==> src/rtl/ils_pkg.sv <==
`timescale 1ns / 1ps
// Shared constants, codes and types of the item list sequencer.
package ils_pkg;

  localparam int TABLE_DEPTH = 64;
  localparam int VALUE_BITS  = 32;
  localparam int RAND_BITS   = 16;
  localparam int SLOT_BITS   = $clog2(TABLE_DEPTH);
  localparam int COUNT_BITS  = $clog2(TABLE_DEPTH + 1);
  localparam int MODE_BITS   = 2;

  localparam logic CMD_WRITE = 1'b0;
  localparam logic CMD_DRAW  = 1'b1;

  localparam logic REG_WALK_MODE   = 1'b0;
  localparam logic REG_ENTRY_COUNT = 1'b1;

  typedef enum logic [MODE_BITS-1:0] {
    MODE_CYCLE  = 2'd0,
    MODE_SWING  = 2'd1,
    MODE_RANDOM = 2'd2,
    MODE_HEAP   = 2'd3
  } walk_mode_t;

  typedef struct packed {
    walk_mode_t             mode;
    logic [COUNT_BITS-1:0]  count;
  } walk_cfg_t;

  typedef struct packed {
    logic                  fire;
    logic [SLOT_BITS-1:0]  slot;
  } pick_t;

endpackage

==> src/rtl/item_list_sequencer.sv <==
`timescale 1ns / 1ps
// Top level of the item list sequencer.
//
// Usage:
//   The command channel (cmd_valid/cmd_ready) carries one transaction per
//   item: a write stores entry_value at entry_index of the value table and
//   gives no result; a draw picks one slot by walk_mode and returns its
//   value and slot on the item channel (item_valid/item_ready). A heap draw
//   that lands on an already used slot gives no result.
//   A result appears in the cycle after its draw is accepted, read from the
//   registered port of the value table, which also serves as the output
//   register. Throughput: one command per cycle while the receiver takes
//   each result. While a result waits unaccepted, cmd_ready is low and the
//   command side holds; accepting the result and the next command in one
//   cycle is fine. Reset clears pointer and use marks, sets direction up,
//   walk_mode (cycle) and entry_count to 1; table contents are undefined
//   until written. cfg_we writes walk_mode (index 0) or entry_count
//   (index 1); the user must do so only while idle, unchecked by the block.
module item_list_sequencer
  import ils_pkg::*;
(
  input  logic                  clk,
  input  logic                  rst,
  input  logic                  cfg_we,
  input  logic                  cfg_index,
  input  logic [COUNT_BITS-1:0] cfg_data,
  input  logic                  cmd_valid,
  output logic                  cmd_ready,
  input  logic                  command,
  input  logic [5:0]            entry_index,
  input  logic [31:0]           entry_value,
  input  logic [15:0]           rand_frac,
  output logic                  item_valid,
  input  logic                  item_ready,
  output logic [31:0]           item_value,
  output logic [5:0]            item_slot
);

  walk_mode_t            walk_mode;
  logic [COUNT_BITS-1:0] entry_count;
  walk_cfg_t             cfg;
  pick_t                 pick;
  logic                  accept;
  logic                  draw;
  logic                  write;
  logic [SLOT_BITS-1:0]  slot_q;
  logic [VALUE_BITS-1:0] rd_data;

  assign cmd_ready = !item_valid || item_ready;
  assign accept    = cmd_valid && cmd_ready;
  assign draw      = accept && (command == CMD_DRAW);
  assign write     = accept && (command == CMD_WRITE);
  assign cfg.mode  = walk_mode;
  assign cfg.count = entry_count;

  always_ff @(posedge clk) begin
    if (rst) begin
      walk_mode   <= MODE_CYCLE;
      entry_count <= COUNT_BITS'(1);
    end else if (cfg_we) begin
      unique case (cfg_index)
        REG_WALK_MODE:   walk_mode   <= walk_mode_t'(cfg_data[MODE_BITS-1:0]);
        REG_ENTRY_COUNT: entry_count <= cfg_data;
        default:         entry_count <= entry_count;
      endcase
    end
  end

  ils_walker u_walker (
    .clk  (clk),
    .rst  (rst),
    .draw (draw),
    .frac (RAND_BITS'(rand_frac)),
    .cfg  (cfg),
    .pick (pick)
  );

  ils_value_ram u_ram (
    .clk     (clk),
    .wr_en   (write),
    .wr_addr (SLOT_BITS'(entry_index)),
    .wr_data (VALUE_BITS'(entry_value)),
    .rd_en   (draw && pick.fire),
    .rd_addr (pick.slot),
    .rd_data (rd_data)
  );

  always_ff @(posedge clk) begin
    if (rst) begin
      item_valid <= 1'b0;
    end else if (accept) begin
      item_valid <= draw && pick.fire;
    end else if (item_ready) begin
      item_valid <= 1'b0;
    end
  end

  always_ff @(posedge clk) begin
    if (draw && pick.fire) begin
      slot_q <= pick.slot;
    end
  end

  assign item_value = 32'(rd_data);
  assign item_slot  = 6'(slot_q);

  a_draw_gives_item: assert property (@(posedge clk) disable iff (rst)
    (draw && (walk_mode != MODE_HEAP)) |=> item_valid)
    else $error("non-heap draw gave no item");

  a_write_no_item: assert property (@(posedge clk) disable iff (rst)
    write |=> !item_valid)
    else $error("write transaction produced an item");

  a_stall_only_on_item: assert property (@(posedge clk) disable iff (rst)
    !cmd_ready |-> item_valid)
    else $error("command side stalled with no pending item");

endmodule

==> src/rtl/ils_value_ram.sv <==
`timescale 1ns / 1ps
// Value table: single write port, registered read port.
module ils_value_ram
  import ils_pkg::*;
(
  input  logic                  clk,
  input  logic                  wr_en,
  input  logic [SLOT_BITS-1:0]  wr_addr,
  input  logic [VALUE_BITS-1:0] wr_data,
  input  logic                  rd_en,
  input  logic [SLOT_BITS-1:0]  rd_addr,
  output logic [VALUE_BITS-1:0] rd_data
);

  logic [VALUE_BITS-1:0] mem [TABLE_DEPTH];

  always_ff @(posedge clk) begin
    if (wr_en) begin
      mem[wr_addr] <= wr_data;
    end
  end

  always_ff @(posedge clk) begin
    if (rd_en) begin
      rd_data <= mem[rd_addr];
    end
  end

endmodule

==> src/rtl/ils_walker.sv <==
`timescale 1ns / 1ps
// Slot selection: walk pointer, swing direction and heap use marks.
module ils_walker
  import ils_pkg::*;
(
  input  logic                  clk,
  input  logic                  rst,
  input  logic                  draw,
  input  logic [RAND_BITS-1:0]  frac,
  input  walk_cfg_t             cfg,
  output pick_t                 pick
);

  localparam logic [COUNT_BITS-1:0] DEPTH_C = COUNT_BITS'(TABLE_DEPTH);
  localparam logic [COUNT_BITS-1:0] ONE_C   = COUNT_BITS'(1);

  logic [SLOT_BITS-1:0]   ptr, ptr_next;
  logic                   up, up_next;
  logic [TABLE_DEPTH-1:0] marks, marks_next;
  logic [COUNT_BITS-1:0]  total, total_next;

  logic [COUNT_BITS-1:0]           n;
  logic                            restart;
  logic [SLOT_BITS-1:0]            ptr_eff;
  logic                            up_eff;
  logic [COUNT_BITS-1:0]           ptr_inc;
  logic [RAND_BITS+COUNT_BITS-1:0] product;
  logic [SLOT_BITS-1:0]            rand_slot;
  logic                            stale;
  logic [TABLE_DEPTH-1:0]          marks_base;
  logic [COUNT_BITS-1:0]           total_base;
  logic [COUNT_BITS-1:0]           total_inc;
  logic                            hit;

  always_comb begin
    if (cfg.count == '0) begin
      n = ONE_C;
    end else if (cfg.count > DEPTH_C) begin
      n = DEPTH_C;
    end else begin
      n = cfg.count;
    end

    restart = ((cfg.mode == MODE_CYCLE) || (cfg.mode == MODE_SWING)) &&
              ({1'b0, ptr} >= n);
    ptr_eff = restart ? '0 : ptr;
    up_eff  = restart ? 1'b1 : up;
    ptr_inc = {1'b0, ptr_eff} + ONE_C;

    product   = (RAND_BITS+COUNT_BITS)'(frac) * (RAND_BITS+COUNT_BITS)'(n);
    rand_slot = SLOT_BITS'(product >> RAND_BITS);

    stale      = total >= n;
    marks_base = stale ? '0 : marks;
    total_base = stale ? '0 : total;
    total_inc  = total_base + ONE_C;
    hit        = marks_base[rand_slot];

    ptr_next   = ptr;
    up_next    = up;
    marks_next = marks;
    total_next = total;
    pick.fire  = draw;
    pick.slot  = ptr_eff;

    unique case (cfg.mode)
      MODE_CYCLE: begin
        up_next  = up_eff;
        ptr_next = (ptr_inc >= n) ? '0 : SLOT_BITS'(ptr_inc);
      end
      MODE_SWING: begin
        if (n == ONE_C) begin
          ptr_next = '0;
          up_next  = up_eff;
        end else if (up_eff) begin
          if (ptr_inc >= n) begin
            ptr_next = SLOT_BITS'(n - COUNT_BITS'(2));
            up_next  = 1'b0;
          end else begin
            ptr_next = SLOT_BITS'(ptr_inc);
            up_next  = 1'b1;
          end
        end else begin
          if (ptr_eff == '0) begin
            ptr_next = SLOT_BITS'(1);
            up_next  = 1'b1;
          end else begin
            ptr_next = ptr_eff - SLOT_BITS'(1);
            up_next  = 1'b0;
          end
        end
      end
      MODE_RANDOM: begin
        pick.slot = rand_slot;
      end
      MODE_HEAP: begin
        pick.slot  = rand_slot;
        marks_next = marks_base;
        total_next = total_base;
        if (hit) begin
          pick.fire = 1'b0;
        end else if (total_inc >= n) begin
          marks_next = '0;
          total_next = '0;
        end else begin
          marks_next[rand_slot] = 1'b1;
          total_next            = total_inc;
        end
      end
      default: begin
        pick.slot = ptr_eff;
      end
    endcase
  end

  always_ff @(posedge clk) begin
    if (rst) begin
      ptr   <= '0;
      up    <= 1'b1;
      marks <= '0;
      total <= '0;
    end else if (draw) begin
      ptr   <= ptr_next;
      up    <= up_next;
      marks <= marks_next;
      total <= total_next;
    end
  end

endmodule
==> config.mk <==
export PLATFORM = sky130hd
export DESIGN_NAME = item_list_sequencer
export DESIGN_NICKNAME = d
export VERILOG_FILES = /design/src/rtl/ils_pkg.sv /design/src/rtl/item_list_sequencer.sv /design/src/rtl/ils_value_ram.sv /design/src/rtl/ils_walker.sv
export SDC_FILE = /design/constraint.sdc
export NUM_CORES = 2
export LEC_CHECK = 0
export BUFFER_PORTS_ARGS = -buffer_cell sky130_fd_sc_hd__buf_4
export CORE_AREA = 2 2 531 533
export CTS_CLUSTER_SIZE = 25
export DETAILED_ROUTE_END_ITERATION = 7
export DIE_AREA = 0 0 533 535
export SLEW_MARGIN = 20
export SYNTH_ARGS = -nofsm -noshare
export SYNTH_HDL_FRONTEND = slang
export SYNTH_SLANG_ARGS = --single-unit
==> constraint.sdc <==
create_clock -name clk -period 14.1 [get_ports clk]
set_clock_uncertainty 0.15 [all_clocks]
set_input_delay 0.705 -clock clk [delete_from_list [all_inputs] [get_ports clk]]
set_output_delay 0.705 -clock clk [all_outputs]
set_load 0.01 [all_outputs]
==> flow_metrics.py <==
metrics = {
    "cells_and_area": {
        "nets": 6809,
        "drive_gt1_share_pct": 9.53,
        "final_core_util_pct": 36.2,
        "area_delta_synth_final_pct": 13.5,
        "n_fill_cell": 26331,
        "fin_cells": 10504,
    },
    "detailed_routing": {
        "vias_per_cell": 5.62,
        "finalWirelength_mm": 273,
        "drt_pass1_iterations": 6,
        "wl_per_cell_um": 26.0,
        "drt_iter0_drc": 7542,
        "drc": 0,
        "num_vias": 59024,
        "ant_nets": 0,
    },
    "yosys": {
        "synth_most_common_cell": "edfxtp_1",
        "syn_inst": 6624,
        "syn_area_per_cell_sq_um": 13.4,
        "synth_top_flop_cell": "edfxtp_1",
        "synth_enable_flop_cells": 2086,
        "synth-seq-area-share_pct": 72.4,
        "synth_common_cells": "edfxtp_1 (2086), nand2_1 (1156), a21oi_1 (1065)",
        "synth_top_area_share_pct": 70.4,
        "netlist_area_sq_um": 88900,
        "yosys.area.top_type": "edfxtp_1",
        "ys_ff_latch": 2174,
        "synthTopCellsByArea": "edfxtp_1 (70%), a21oi_1 (6.0%), a221oi_1 (5.1%)",
        "syn_nets": 6828,
        "async_flop_share_pct": 0,
        "synth_cell_types": 90,
        "yosysWarnings": 0,
    },
    "die": {
        "start_util_pct": 31.9,
        "ios": 108,
        "fp.dieH_um": 535,
        "core-area_sq_um": 279000,
        "rows": 194,
        "die_area_sq_um": 285000,
        "die_x_um": 533,
    },
    "cts": {
        "clk_pin_slew_worst_paths_ns": 0.06,
        "numCtsBuffers": 213,
        "holdBufCountCts": 11,
        "clk_path_buf_depth": 4,
        "cts.repair.resized": 0,
        "clock_sinks": 2174,
        "cts_htree_levels": 4,
        "insertion_delay_ns": 0.91,
        "cts_tree": "yes",
        "root_buffer": "clkbuf_16",
        "cts_setup_buffers": 0,
    },
    "sta": {
        "clock.fmax_mhz": 106,
        "setup_viol": 0,
        "worst_slew_margin_rel_pct": 22.6,
        "finalCritPeriodShare_pct": 67.0,
        "setup_tns_ns": 0,
        "hold_viol": 0,
        "rsz0062_at_grt": "no",
        "drv_slew": 0,
        "tightest_slew_ns": 1.16,
        "period_needed_ns": 9.45,
    },
    "global_routing": {
        "grt_usage_pct": 18.5,
        "grt_overflow": 0,
        "antenna_found_initial": 23,
        "grt_max_degree": 219,
        "grt_first_pass_wirelength_mm": 395,
        "grt_pass1_vias": 56579,
    },
    "power_and_ir_drop": {
        "power_density_nw_per_um2": 140,
        "p_leak_nw": 30.9,
        "vdd_drop_max_v": 0.000102,
    },
    "placed_design": {
        "dpl.hpwl_mm": 146,
        "dp.cells": 10102,
        "io_buffers": 107,
        "routabilityCongestion": 0.809,
    },
    "flow_run": {
        "timing.max_cap.violations": 0,
    },
    "outcome": {
        "outcome": "completed",
    },
    "critical_path": {
        "slowest_stage": "buf_4",
        "start_kind": "flop",
        "worst-path-stages": 24,
        "cp_num_buf_inv": 6,
        "endpoint_kind": "flop",
        "arrival_ns": 10.02,
        "path_delay_family": "buffers and inverters",
        "slowest_delay_ns": 0.90,
        "rrSetupSlack_ns": 4.65,
        "path_common_cell": "fa_1",
        "rr_worst_depth": 24,
        "path_cells": "inv_1 -> and3_1 -> fa_1 -> fa_1 -> fa_1 -> inv_1 -> fa_1 -> inv_1 -> ha_1 -> and3_1 -> o21ai_0 -> nand3_1 -> a211oi_1 -> nor2_4 -> buf_4 -> nand2_1 -> and2_4 -> buf_4 -> buf_4 -> a21oi_1 -> a221oi_1 -> nor2_1 -> o22ai_1 -> or4_1",
        "required_ns": 14.68,
        "cp_max_fo": 94,
        "crit_type": "flop to flop",
    },
    "hold_path": {
        "hold_class": "input pin to flop",
        "min_path_cells": 3,
    },
}
[final timing paths]
check,start,endpoint
hold / removal,cfg_index,entry_count[0]
hold reg to reg,u_walker.marks[20],u_walker.marks[20]
setup reg to reg,entry_count[6],u_ram.rd_data[18]
setup / recovery,entry_count[6],u_ram.rd_data[18]
[worst register-to-register path, delay by kind of cell, from the launching register on]
kind,cells,cell delay [ns]
AND/OR/NAND/NOR,8,1.46
adder cells (fa/ha/maj),5,2.30
flip-flops,1,0.89
AO/OA/AOI/OAI,5,2.01
buffers and inverters,6,2.53
[final cells by class]
type | instances | area, sq um | area share [%]
Inverter | 104 | 413 | 0.409
Sequential cell | 2174 | 64400 | 63.8
Tap cell | 3724 | 4660 | 4.62
Multi-Input combinational cell | 3874 | 22800 | 22.6
Antenna cell | 12 | 30.0 | 0.0297
Timing Repair Buffer | 238 | 1960 | 1.95
Clock inverter | 117 | 1030 | 1.02
Clock buffer | 261 | 5610 | 5.55
[layout by cell type (no fill, tap or decap), types with 15 or more instances in the layout]
cell type,instances
a21oi_1,1065
nor2_4,65
nor2_1,324
inv_1,100
ha_1,69
xnor2_1,15
nand2b_1,17
and3_1,17
and2_1,61
clkbuf_16,217
a32o_1,16
o21ai_0,37
clkbuf_1,43
clkinv_2,38
edfxtp_1,2086
fa_1,67
bufinv_16,18
nand3_1,44
dfxtp_1,88
a22o_1,24
o22ai_1,131
a21o_1,19
clkinv_1,47
buf_4,215
or4_1,34
nor3_1,15
nand2_1,1153
a221oi_1,516
[state kept, by name, summed over array words and instances, names as in the netlist]
| register | cells |
|---|---|
| entry_count | 7 |
| u_ram.mem | 2048 |
| item_valid | 1 |
| item_slot | 6 |
| u_walker.marks | 64 |
| u_ram.rd_data | 32 |
| walk_mode | 2 |
| u_walker.total | 7 |
| u_walker.up | 1 |
| u_walker.ptr | 6 |
[where the power goes]
part	internal (mW)	switching (mW)	leakage, nW	total, mW
sequential	7.10	0.0235	19.5	7.13
clock	3.14	2.44	3.25	5.58
combinational	0.428	1.05	8.14	1.48
total	10.7	3.51	30.9	14.2
[kinds of logic (layout without fill, tap and decap cells)]
logic type	after synthesis	count (layout)	synth area share (%)
AOI/OAI and AO/OA	1905	1905	13.7
xor gates and xnor gates	22	22	0.225
adders and majority gates	136	136	2.48
buffers and inverters	576	720	2.53
DFF	2174	2174	72.4
muxes	17	17	0.281
other	0	12	0
and+or+nand+nor	1794	1794	8.32
[stage by stage]
stage,hold WS [ns],power (mW),instance area (sq um),worst slack (ns)
after global placement,0.293,8.69,94100,4.60
final,0.0677,14.2,101000,4.65
after global routing,0.0628,14.6,101000,4.14
after CTS,0.00459,14.2,101000,4.46
after floorplan,0.282,8.22,88900,5.35
after detailed placement,0.300,8.72,94100,4.53
[routing by layer]
metal	up-vias	GRT usage [%]	part of all wire, %
met5	-	0	0.023
met3	468	3.49	10
li1	25202	-	-
met4	12	5.29	2.9
met2	3040	29.8	46
met1	30302	25.3	41
Power figures use the tool's default switching activity.
